==> src/design/kf_pkg.sv <==
// Shared types and constants for the scalar Kalman measurement fusion block.
`default_nettype none
package kf_pkg;

  localparam int FRAC_BITS_DEF = 16;
  localparam int VAL_W         = 32;
  localparam int VAR_W         = 31;
  localparam int MA_W          = 33;
  localparam int MB_W          = 32;
  localparam int PR_W          = MA_W + MB_W;
  localparam int ADDR_W        = 5;
  localparam int APB_W         = 32;

  localparam logic [2:0] REG_PROCESS_NOISE   = 3'd0;
  localparam logic [2:0] REG_NOISE_FIRST     = 3'd1;
  localparam logic [2:0] REG_NOISE_SECOND    = 3'd2;
  localparam logic [2:0] REG_SINGLE_SENSOR   = 3'd3;
  localparam logic [2:0] REG_INIT_COVARIANCE = 3'd4;

  localparam logic [VAR_W-1:0] MAX31    = {VAR_W{1'b1}};
  localparam logic [VAR_W-1:0] RST_Q    = 31'd66;

  typedef enum logic [3:0] {
    S_IDLE,
    S_SGL,
    S_N0,
    S_N1,
    S_N2,
    S_DET,
    S_DST,
    S_DIV0,
    S_DIV1,
    S_K0,
    S_K1,
    S_ACC,
    S_VAR,
    S_OUT
  } state_t;

  typedef struct packed {
    logic busy;
    logic done;
  } div_stat_t;

endpackage
`default_nettype wire

==> src/design/kf_mul.sv <==
// Shared signed multiplier with a registered product.
`default_nettype none
module kf_mul
  import kf_pkg::*;
(
  input  wire logic                   clk,
  input  wire logic signed [MA_W-1:0] a,
  input  wire logic signed [MB_W-1:0] b,
  output logic signed [PR_W-1:0]      p_r
);

  always_ff @(posedge clk) begin
    p_r <= a * b;
  end

endmodule
`default_nettype wire

==> config.mk <==
export PLATFORM = sky130hd
export DESIGN_NAME = kf_mul
export DESIGN_NICKNAME = d
export VERILOG_FILES = /design/src/design/kf_pkg.sv /design/src/design/kf_mul.sv
export SDC_FILE = /design/constraint.sdc
export NUM_CORES = 2
export LEC_CHECK = 0
export BUFFER_PORTS_ARGS = -buffer_cell sky130_fd_sc_hd__buf_4
export CORE_MARGIN = 4
export CORE_UTILIZATION = 29
export DETAILED_ROUTE_END_ITERATION = 6
export HOLD_SLACK_MARGIN = 0.12
export SYNTH_ARGS = -nofsm -noshare
export SYNTH_HDL_FRONTEND = slang
export SYNTH_SLANG_ARGS = --single-unit
==> constraint.sdc <==
create_clock -name clk -period 9.8 [get_ports clk]
set_input_delay 0.98 -clock clk [delete_from_list [all_inputs] [get_ports clk]]
set_output_delay 0.98 -clock clk [all_outputs]
set_load 0.005 [all_outputs]
==> metrics.txt <==
Worst-path clk slew 0.09 ns; Initial Util 0.294; top-count cell post-synth fa_1; Most flops, register p_r; Final Cycle Share 0.902; Vias between 20,000 and 30,000; remaining global-route overflow 0; Finish-stage setup viols 0; Total Routing Usage GR 0.162; TritonCTS clock tree done; Pins Over Slew Limit 0; Die X-Extent around 370 um; asr flop ratio synth 0; num rows 132; first-pass GRT wire length 172 mm; Syn Inst Count 4,014; share of cells above drive strength 1 0.0433; Final TNS setup 0 ns; antenna violations before repair 11; min cycle time layout 8.84 ns; sequential share of the synthesized area 0.0340; max reg flops 65; dpl cell area 40,800 um2; yosys warns 0; Post-synth EDFFs 0; cts repair resizes 0; Syn Nets 5,378; crit path DAT 9.12 ns; number of synthesized register bits 65; largest cells by area after synthesis fa_1 (58%), inv_1 (9.7%), and2_1 (8.7%), ha_1 (6.1%), nand2_1 (5.3%); Post-DP HPWL 88.8 mm; CTS sink cnt 65; synthesized area 38,200 um2; MaxCap Viol Count 0; Synth Flop Type dfxtp_1; top cell type's share of synthesized area 0.582; crit path capture type flop; Synth Area per Inst between 9 and 10 um2; H-tree depth 3; Fin Hold WS 1.03 ns; kind of critical path in2reg; GPL Wtd Cong 0.873; WP data required 10.08 ns; worst-case clock buffer depth 2; CP Launch Type primary input; Antenna Nets Post-Route 0; I/O Pins 131; Slew @ Worst Pin 1.05 ns; vias in the first global route 29,491; top flop regs p_r (65); CTS buffer count 9; WHS Path Cells 2; fmax 113 MHz; residual DRC count 0; initial DRC count 1,430; per-cell routed wire length 18.5 um; status finished, final reports clean; postcts setup bufs 0; Synth area leader fa_1; nets ~5,300; Yosys cell types 55; Area growth syn-to-layout 7.31%; Root Buffer clkbuf_16; die height 371 um; Synth top cells by count fa_1 (1,112), inv_1 (989), nand2_1 (536); Finished Cell Area 41,000 um2; Slew HR 0.285; Final Hold Viols 0; IO buf count between 100 and 150; vias per inst 4.53; DR pass1 iterations 6; Hold-fix buffers, CTS 0; RSZ-0062 raised after global routing false; largest net degree at the start of global routing 34; die area 138,000 um2; Hold Path Class in2reg; final WL 106 mm; Max FO, Critical Path 33; core area 130,000 um2
## worst max-delay path, cell delays in order
cell,delay [ns]
buf_4,0.34
nand2_1,0.14
fa_1,0.55
inv_1,0.06
fa_1,0.44
fa_1,0.51
inv_1,0.05
fa_1,0.47
inv_1,0.05
fa_1,0.50
inv_1,0.06
fa_1,0.53
inv_1,0.05
fa_1,0.49
fa_1,0.42
ha_1,0.36
a21o_1,0.22
a31oi_1,0.30
nor2_1,0.07
a211oi_1,0.48
a21oi_1,0.28
o2111ai_1,0.27
buf_4,0.19
nand2_1,0.12
a2111oi_0,0.74
o41ai_1,0.21
xor2_1,0.18
## metrics by stage
stage               instances  setup slack, ns   util
finish                   5714            0.957  0.315
CTS                      5710             1.03  0.315
global route             5711            0.524  0.315
floorplan                4014             1.48      -
detailed placement       5694            0.612  0.313
global placement         5694            0.607  0.313
## metal layers
metal / vias up / track usage / wire length [um]
li1: 11295 / - / -
met1: 13702 / 0.196 / 40400
met2: 677 / 0.280 / 53500
met3: 199 / 0.0296 / 5870
met4: 14 / 0.0775 / 5720
met5: - / 0 / 96
## cell families after synthesis
family / after synthesis / synth area share
simple gates: 1175 / 0.154
compound gates: 202 / 0.0347
flops: 65 / 0.0340
xor+xnor: 74 / 0.0169
buf+inv: 1200 / 0.118
fa+ha+maj: 1298 / 0.643
## layout make-up
class                   count  area (um2)
repair buffers            149        1120
fillers                 13521       89300
diodes                      4        10.0
clock inverters             6        42.5
flip-flops and latches     65        1300
inverters                 989        3710
clock buffers              10         239
well taps                1742        2180
multi-input cells        2749       32400
## final timing paths
check | startpoint | endpoint
worst max-delay path | b[8] | p_r[61]$_DFF_P_
worst min-delay path | a[0] | p_r[0]$_DFF_P_
## layout by cell type, fill, tap and decap left out, types with 8 or more instances in the layout
cell / count
a21o_1: 30
xor2_1: 27
buf_4: 149
and3_1: 8
a31oi_1: 8
nand4_1: 12
dfxtp_1: 65
clkbuf_16: 9
nor2_1: 47
o21ai_0: 25
a21oi_1: 70
ha_1: 186
o21bai_1: 12
and2_1: 531
xnor2_1: 47
nand2_1: 536
nand3_1: 12
fa_1: 1112
inv_1: 989
nand2b_1: 11
Power is not shown: default switching activity piles up to over one toggle a cycle in this logic, so the estimate is an artifact.
