## src/design/kf_pkg.sv

```systemverilog
// Shared types and constants for the scalar Kalman measurement fusion block.
`default_nettype none
package kf_pkg;

  localparam int FRAC_BITS_DEF = 16;
  localparam int VAL_W         = 32;
  localparam int VAR_W         = 31;
  localparam int MA_W          = 33;
  localparam int MB_W          = 32;
  localparam int PR_W          = MA_W + MB_W;
  localparam int ADDR_W        = 5;
  localparam int APB_W         = 32;

  localparam logic [2:0] REG_PROCESS_NOISE   = 3'd0;
  localparam logic [2:0] REG_NOISE_FIRST     = 3'd1;
  localparam logic [2:0] REG_NOISE_SECOND    = 3'd2;
  localparam logic [2:0] REG_SINGLE_SENSOR   = 3'd3;
  localparam logic [2:0] REG_INIT_COVARIANCE = 3'd4;

  localparam logic [VAR_W-1:0] MAX31    = {VAR_W{1'b1}};
  localparam logic [VAR_W-1:0] RST_Q    = 31'd66;

  typedef enum logic [3:0] {
    S_IDLE,
    S_SGL,
    S_N0,
    S_N1,
    S_N2,
    S_DET,
    S_DST,
    S_DIV0,
    S_DIV1,
    S_K0,
    S_K1,
    S_ACC,
    S_VAR,
    S_OUT
  } state_t;

  typedef struct packed {
    logic busy;
    logic done;
  } div_stat_t;

endpackage
`default_nettype wire

```

## src/design/kf_div.sv

```systemverilog
// Restoring divider that yields one quotient bit per cycle for num <= den.
`default_nettype none
module kf_div
  import kf_pkg::*;
#(
  parameter int NUM_W = 48,
  parameter int Q_W   = 17
) (
  input  wire logic             clk,
  input  wire logic             rst_n,
  input  wire logic             start,
  input  wire logic [NUM_W-1:0] num,
  input  wire logic [NUM_W-1:0] den,
  output logic [Q_W-1:0]        q_r,
  output div_stat_t             stat
);

  localparam int CNT_W = $clog2(Q_W + 1);

  logic [NUM_W:0]   rem_r;
  logic [NUM_W-1:0] den_r;
  logic [CNT_W-1:0] cnt_r;
  logic             busy_r;
  logic             done_r;
  logic [NUM_W+1:0] diff_nxt;
  logic             bit_nxt;
  logic [NUM_W:0]   rsel_nxt;

  always_comb begin
    diff_nxt = {1'b0, rem_r} - {2'b00, den_r};
    bit_nxt  = ~diff_nxt[NUM_W+1];
    rsel_nxt = bit_nxt ? diff_nxt[NUM_W:0] : rem_r;
  end

  always_ff @(posedge clk) begin
    if (!rst_n) begin
      busy_r <= 1'b0;
      done_r <= 1'b0;
    end else begin
      done_r <= 1'b0;
      if (start && !busy_r) begin
        busy_r <= 1'b1;
      end else if (busy_r && cnt_r == CNT_W'(1)) begin
        busy_r <= 1'b0;
        done_r <= 1'b1;
      end
    end
  end

  always_ff @(posedge clk) begin
    if (start && !busy_r) begin
      rem_r <= {1'b0, num};
      den_r <= den;
      q_r   <= '0;
      cnt_r <= CNT_W'(Q_W);
    end else if (busy_r) begin
      // The remainder stays below den, so its top bit is free for the shift.
      rem_r <= {rsel_nxt[NUM_W-1:0], 1'b0};
      q_r   <= {q_r[Q_W-2:0], bit_nxt};
      cnt_r <= cnt_r - CNT_W'(1);
    end
  end

  assign stat.busy = busy_r;
  assign stat.done = done_r;

endmodule
`default_nettype wire

```

## config.mk

```make
export PLATFORM = sky130hd
export DESIGN_NAME = kf_div
export DESIGN_NICKNAME = d
export VERILOG_FILES = /design/src/design/kf_pkg.sv /design/src/design/kf_div.sv
export SDC_FILE = /design/constraint.sdc
export NUM_CORES = 1
export LEC_CHECK = 0
export BUFFER_PORTS_ARGS = -buffer_cell sky130_fd_sc_hd__buf_2
export CAP_MARGIN = 20
export CORE_UTILIZATION = 40
export DETAILED_ROUTE_END_ITERATION = 16
export SYNTH_ARGS = -nofsm -noshare
export SYNTH_HDL_FRONTEND = slang
export SYNTH_SLANG_ARGS = --single-unit
```

## constraint.sdc

```tcl
create_clock -name clk -period 5.8 [get_ports clk]
set_input_delay 0.58 -clock clk [delete_from_list [all_inputs] [get_ports clk]]
set_output_delay 0.58 -clock clk [all_outputs]
set_load 0.05 [all_outputs]
```

==> out/results.ini, run 1 <==
[placed_design]
port_buffers=117
post-dp-hpwl_um=13300
gp_congestion=0.915

[critical_path]
rrSetupSlack_ns=2.08
r2r_start=rem_r[0]
startpoint=rem_r[0]
crit_end=rem_r[41]
worstSetupPathType=reg -> reg
cpMaxStageDelayCell=fa_1
cp.depth=14
path_cells=inv_1 -> ha_1 -> inv_1 -> fa_1 -> a211oi_1 -> o211ai_1 -> a32oi_1 -> o31ai_1 -> a31o_2 -> a31o_2 -> a21boi_0 -> o21ai_0 -> xnor2_1 -> o31ai_1
worstPathBufferInverterCount=2
cp_slowest_stage_delay_ns=0.42
worstSetupEndpointType=flop
r2r-end=rem_r[41]
crit_arrival_ns=3.96
r2r_cells=14
crit_family=compound AO/OA/AOI/OAI gates
path_max_fanout=4
start_kind=flop
worstPathRequired_ns=6.04

[die]
die-area_um2=19500
start_util=0.414
die_h_um=140
design.core.area_um2=18300
rows=49
ioPinCount=118
die_w_um=140

[power]
p_seq_frac=0.282
combPwrFrac=0.510
p_leak_nw=3.88
power_density_nw_per_um2=558
max-vdd-ir-drop_mv=0.271
switching_share=0.423
p_switching_mw=2.10
p_int_mw=2.87
pwr-share-clk=0.208

[drt]
ant_nets=0
routedWlPerCell_um=15.7
route.detailed.drc=0
drt_iter0_drc=363
wl_um=18700
routed_via_density=5.33
dr.pass1.iters=4
vias=6337

[sta]
max_slew.worst_pin.slew_ns=0.854
finalSetupTns_ns=0
hold_viol_final=0
min_period_ns=3.72
finalCritPeriodShare=0.641
setup_violations=0
whs_ns=0.328
rsz0062_at_grt=no
max_slew_margin=0.431
drv_slew=0
skew_ns=0.0143
max_freq_mhz=269

[logic_synthesis]
synth_flop_cell=edfxtp_1
synth.area.top_cells=edfxtp_1, ha_1, nand2_1
syn_avg_cell_area_um2=8.98
synth_enable_flop_cells=96
netlist_instances=843
synth_top_area_share=0.381
async_flop_share=0
syn_area_um2=7570
synth.distinct_cells=55
synth_top_area_cell=edfxtp_1
yosysWarnings=0
syn_nets=993
synth-seq-cells=121
synth_seq_area_share=0.447

[grt]
grt_pass1_wl_um=30800
first_global_vias=6381
grt_overflow=0
antenna_found_initial=0
grt_max_degree=82
grt_use_total=0.198

[cts]
clock_path_buffers=2
cts_resized=0
ctsHoldBuffers=0
clk_latency_ns=0.43
cts_root_buffer=clkbuf_16
clkTransAtPathRegs_ns=0.06
cts_tree=yes
cts_buffers=17
htree_num_levels=4
postCtsSetupBuffers=0
cts.sinks=121

[hold_path]
worstHoldPathType=in -> reg

[flow_run]
drv_cap=0

[layout]
antenna_cells=0
fin_util=0.487
fin_nets=1097
drive_above_1_share=0.179
area_growth_pct=17.6

[status]
status=finished clean

[state kept, by name, summed over array words and instances (netlist names)]
name / flops
q_r: 17
den_r: 48
done_r: 1
busy_r: 1
rem_r: 49
cnt_r: 5
[worst register-to-register path: cells and delay by family, from the launching register on]
family                   cells  cell delay (ns)
buffers and inverters        2             0.14
XOR/XNOR                     1             0.16
adder cells (fa/ha/maj)      2             0.59
flip-flops                   1             0.35
AO/OA/AOI/OAI                9             2.30
[how the worst min path moves through the flow]
stage	slack, ns	end	from	cells past startpoint
CTS	0.32	den_r[47]	den[47]	1
floorplan	0.44	cnt_r[4]	cnt_r[4]	1
global placement	0.45	q_r[16]	q_r[16]	2
detailed placement	0.47	q_r[14]	q_r[13]	2
global route	0.32	den_r[0]	den[0]	1
finish	0.33	den_r[37]	den[37]	1
[area by class of cell]
cell class              instances  area, um2
clock buffers                  18        450
clock inverters                14        123
fillers                      1758       9370
inverters                      66        248
multi-input cells             618       3770
flip-flops and latches        121       3380
well taps                     229        287
repair buffers                123        643
[metal layers]
layer  share of wire  GRT usage  vias to the layer above
met3           0.044     0.0430                       20
li1                -          -                     3214
met2            0.46      0.331                      152
met5               0          0                        -
met1            0.48      0.258                     2951
met4           0.015     0.0584                        0
[cells by family (layout without fill, tap and decap cells)]
family | Yosys count | after routing | share of synthesized area
AOI/OAI and AO/OA | 235 | 235 | 0.195
xor gates and xnor gates | 46 | 46 | 0.0532
adders and majority gates | 51 | 51 | 0.0853
buffers and inverters | 104 | 221 | 0.0555
DFF | 121 | 121 | 0.447
and+or+nand+nor | 286 | 286 | 0.164
[stage by stage]
stage | area (um2) | std cells | total power [mW] | worst slack, ns
after CTS | 8880 | 1188 | 4.98 | 2.09
final | 8900 | 1189 | 4.97 | 2.08
after detailed placement | 8310 | 1156 | 3.93 | 2.11
after global placement | 8310 | 1156 | 3.90 | 2.22
after floorplan | 7570 | 843 | 3.38 | 2.61
after global routing | 8900 | 1189 | 5.36 | 1.78
[synthesized netlist by cell type (4+ instances only)]
master,count
nand2_1,144
edfxtp_1,96
inv_1,65
nor2_1,65
a21oi_1,60
ha_1,50
o21ai_0,45
a31oi_1,42
xnor2_1,29
clkbuf_1,27
dfxtp_1,25
a21o_1,24
nand3_1,20
nor3_1,18
xor2_1,17
and2_1,10
o211ai_1,8
o21bai_1,8
o31ai_1,8
nand4_1,7
and3_1,6
buf_2,6
o22ai_1,6
o21ai_1,5
a31o_2,4
buf_4,4
o21a_1,4
[cells in the final DEF (no fill, tap or decap), types with 10 or more instances in the layout]
| cell | instances |
|---|---|
| a21o_1 | 24 |
| a21oi_1 | 60 |
| a31oi_1 | 42 |
| and2_1 | 10 |
| buf_2 | 117 |
| clkbuf_16 | 18 |
| dfxtp_1 | 25 |
| edfxtp_1 | 96 |
| ha_1 | 50 |
| inv_1 | 63 |
| nand2_1 | 143 |
| nand3_1 | 20 |
| nor2_1 | 65 |
| nor3_1 | 18 |
| o21ai_0 | 45 |
| xnor2_1 | 29 |
| xor2_1 | 17 |
[power by group through the flow]
stage | logic (mW) | clock network, mW | registers, mW
after floorplan | 2.00 | 0 | 1.38
after global placement | 2.49 | 0 | 1.41
after CTS | 2.52 | 1.05 | 1.40
final | 2.53 | 1.03 | 1.40
after global routing | 2.85 | 1.08 | 1.43
after detailed placement | 2.51 | 0 | 1.41
Note: power is estimated with default switching activity, not from simulation.
==> inputs of run 2 (changes only) <==
--- a/config.mk
+++ b/config.mk
@@ -5,6 +5,7 @@
 export SDC_FILE = /design/constraint.sdc
 export NUM_CORES = 1
 export LEC_CHECK = 0
+export ABC_AREA = 1
 export BUFFER_PORTS_ARGS = -buffer_cell sky130_fd_sc_hd__buf_2
 export CAP_MARGIN = 20
 export CORE_UTILIZATION = 40
==> constraint.sdc (replaced) <==
create_clock -name clk -period 3.5 [get_ports clk]
set_input_delay 0.35 -clock clk [delete_from_list [all_inputs] [get_ports clk]]
set_output_delay 0.35 -clock clk [all_outputs]
set_load 0.05 [all_outputs]
==> out/results.ini, run 2 <==
[drt]
routed_via_density=4.69
drt_iter0_drc=542
vias=8626
dr.pass1.iters=5
ant_nets=0
routedWlPerCell_um=15.1
route.detailed.drc=0
wl_um=27800

[cts]
cts_buffers=17
postCtsSetupBuffers=0
cts_root_buffer=clkbuf_16
cts_tree=yes
ctsHoldBuffers=0
cts_resized=0
cts.sinks=121
clk_latency_ns=0.45
clock_path_buffers=2
clkTransAtPathRegs_ns=0.08
htree_num_levels=4

[placed_design]
gp_congestion=0.967
post-dp-hpwl_um=21900
place_area_um2=10300
port_buffers=117

[grt]
first_global_vias=8411
grt_use_total=0.247
grt_pass1_wl_um=45200
grt_overflow=0
antenna_found_initial=0
grt_max_degree=51

[critical_path]
worstSetupPathType=reg -> reg
crit_arrival_ns=3.23
r2r_cells=16
rrSetupSlack_ns=0.45
r2r_start=rem_r[8]
start_kind=flop
worstPathRequired_ns=3.68
crit_end=rem_r[47]
r2r-end=rem_r[47]
startpoint=rem_r[8]
worstSetupEndpointType=flop
path_max_fanout=36

[power]
power_density_nw_per_um2=877
combPwrFrac=0.569
pwr-share-clk=0.192
switching_share=0.484
p_int_mw=4.91
p_leak_nw=5.83
p_switching_mw=4.61
p_seq_frac=0.239
max-vdd-ir-drop_mv=0.443

[logic_synthesis]
netlist_top_cells_count=nand2_1, inv_1, nand3_1
synth.distinct_cells=40
syn_area_um2=9340
netlist_instances=1393
syn_avg_cell_area_um2=6.71
yosysWarnings=0
synth_enable_flop_cells=96
synth_top_area_share=0.309
syn_nets=1543
synth_top_area_cell=edfxtp_1
synth_most_common_cell=nand2_1
async_flop_share=0
synth_flop_cell=edfxtp_1
synth-seq-cells=121
synth_seq_area_share=0.362
synth.area.top_cells=edfxtp_1, nand2_1, inv_1

[layout]
largest_reg_flops=49
regMostFlops=rem_r
fin_nets=1662
reg_top3=rem_r (49), den_r (48), q_r (17)
postLayoutCellArea_um2=10900
fillers=2436
antenna_cells=0
final_cell_mix=nand2_1, inv_1, buf_2, nand3_1, edfxtp_1
drive_above_1_share=0.121
area_growth_pct=16.2
layout_commonest_cell=nand2_1

[die]
rows=55
die-area_um2=24000
die_w_um=155
die_h_um=155
ioPinCount=118
start_util=0.410
design.core.area_um2=22800

[sta]
rsz0062_at_grt=no
finalSetupTns_ns=0
min_period_ns=3.05
drv_slew=0
max_slew_margin=0.327
max_freq_mhz=328
hold_viol_final=0
max_slew.worst_pin.slew_ns=1.01
finalCritPeriodShare=0.872
setup_violations=0
skew_ns=0.0231

[flow_run]
drv_cap=0

[status]
status=finished clean

[hold_path]
worstHoldPathType=in -> reg

## run 2: through the flow
step                      instances  hold slack [ns]  utilization  total power [mW]  setup WS, ns
after floorplan                1393            0.449            -              6.23         0.848
after global placement         1806            0.443        0.450              7.67         0.546
after detailed placement       1806            0.450        0.450              7.68         0.514
after CTS                      1838           0.0598        0.476              9.57         0.467
after global routing           1838           0.0682        0.476              10.4         0.219
final                          1838           0.0728        0.476              9.52         0.449
## run 2: worst min-delay path by stage
stage                     startpoint         to  slack [ns]  cells after the start
after floorplan               den[0]   den_r[0]        0.45                      0
after global placement       q_r[16]    q_r[16]        0.44                      2
after global routing         den[37]  den_r[37]        0.07                      1
after detailed placement     q_r[16]    q_r[16]        0.45                      2
after CTS                    den[37]  den_r[37]        0.06                      1
final                        den[37]  den_r[37]        0.07                      1
## run 2: logic make-up (layout without fill, tap and decap cells)
kind of cell,after synthesis,in the layout,share of synthesized area
and+or+nand+nor,783,783,0.355
buffers and inverters,333,465,0.141
DFF,121,121,0.362
AOI/OAI and AO/OA,81,81,0.0506
adders and majority gates,51,51,0.0691
xor gates and xnor gates,24,24,0.0225
## run 2: cell type report
type / count / area, um2 / area share
multi-input cells: 939 / 4650 / 0.428
flip-flops and latches: 121 / 3380 / 0.312
inverters: 306 / 1150 / 0.106
repair buffers: 127 / 686 / 0.0632
clock buffers: 18 / 450 / 0.0415
well taps: 313 / 392 / 0.0361
clock inverters: 14 / 143 / 0.0131
## run 2: power groups by stage
stage	Sequential (mW)	Combinational [mW]	Clock (mW)
5_1_grt	2.32	6.15	1.92
3_5_place_dp	2.29	5.39	0
2_1_floorplan	2.26	3.96	0
4_1_cts	2.27	5.42	1.87
6_report	2.27	5.42	1.83
3_3_place_gp	2.29	5.38	0
## run 2: worst max-delay path: stages (launching register included)
cell and delay [ns]:
edfxtp_1 0.41, ha_1 0.40, nand2_1 0.16, inv_1 0.05
nand2_1 0.06, nand2_1 0.08, inv_1 0.07, nand3_2 0.15
nand2_1 0.09, nand2_1 0.21, nand2_4 0.15, buf_4 0.43
nand3_1 0.13, nand2_1 0.08, inv_1 0.06, nand2_1 0.16
nand2_1 0.09
## run 2: layer usage
metal	routed length (um)	track usage
met1	13900	0.350
met2	12000	0.390
met3	1540	0.0356
met4	394	0.0679
met5	0	0
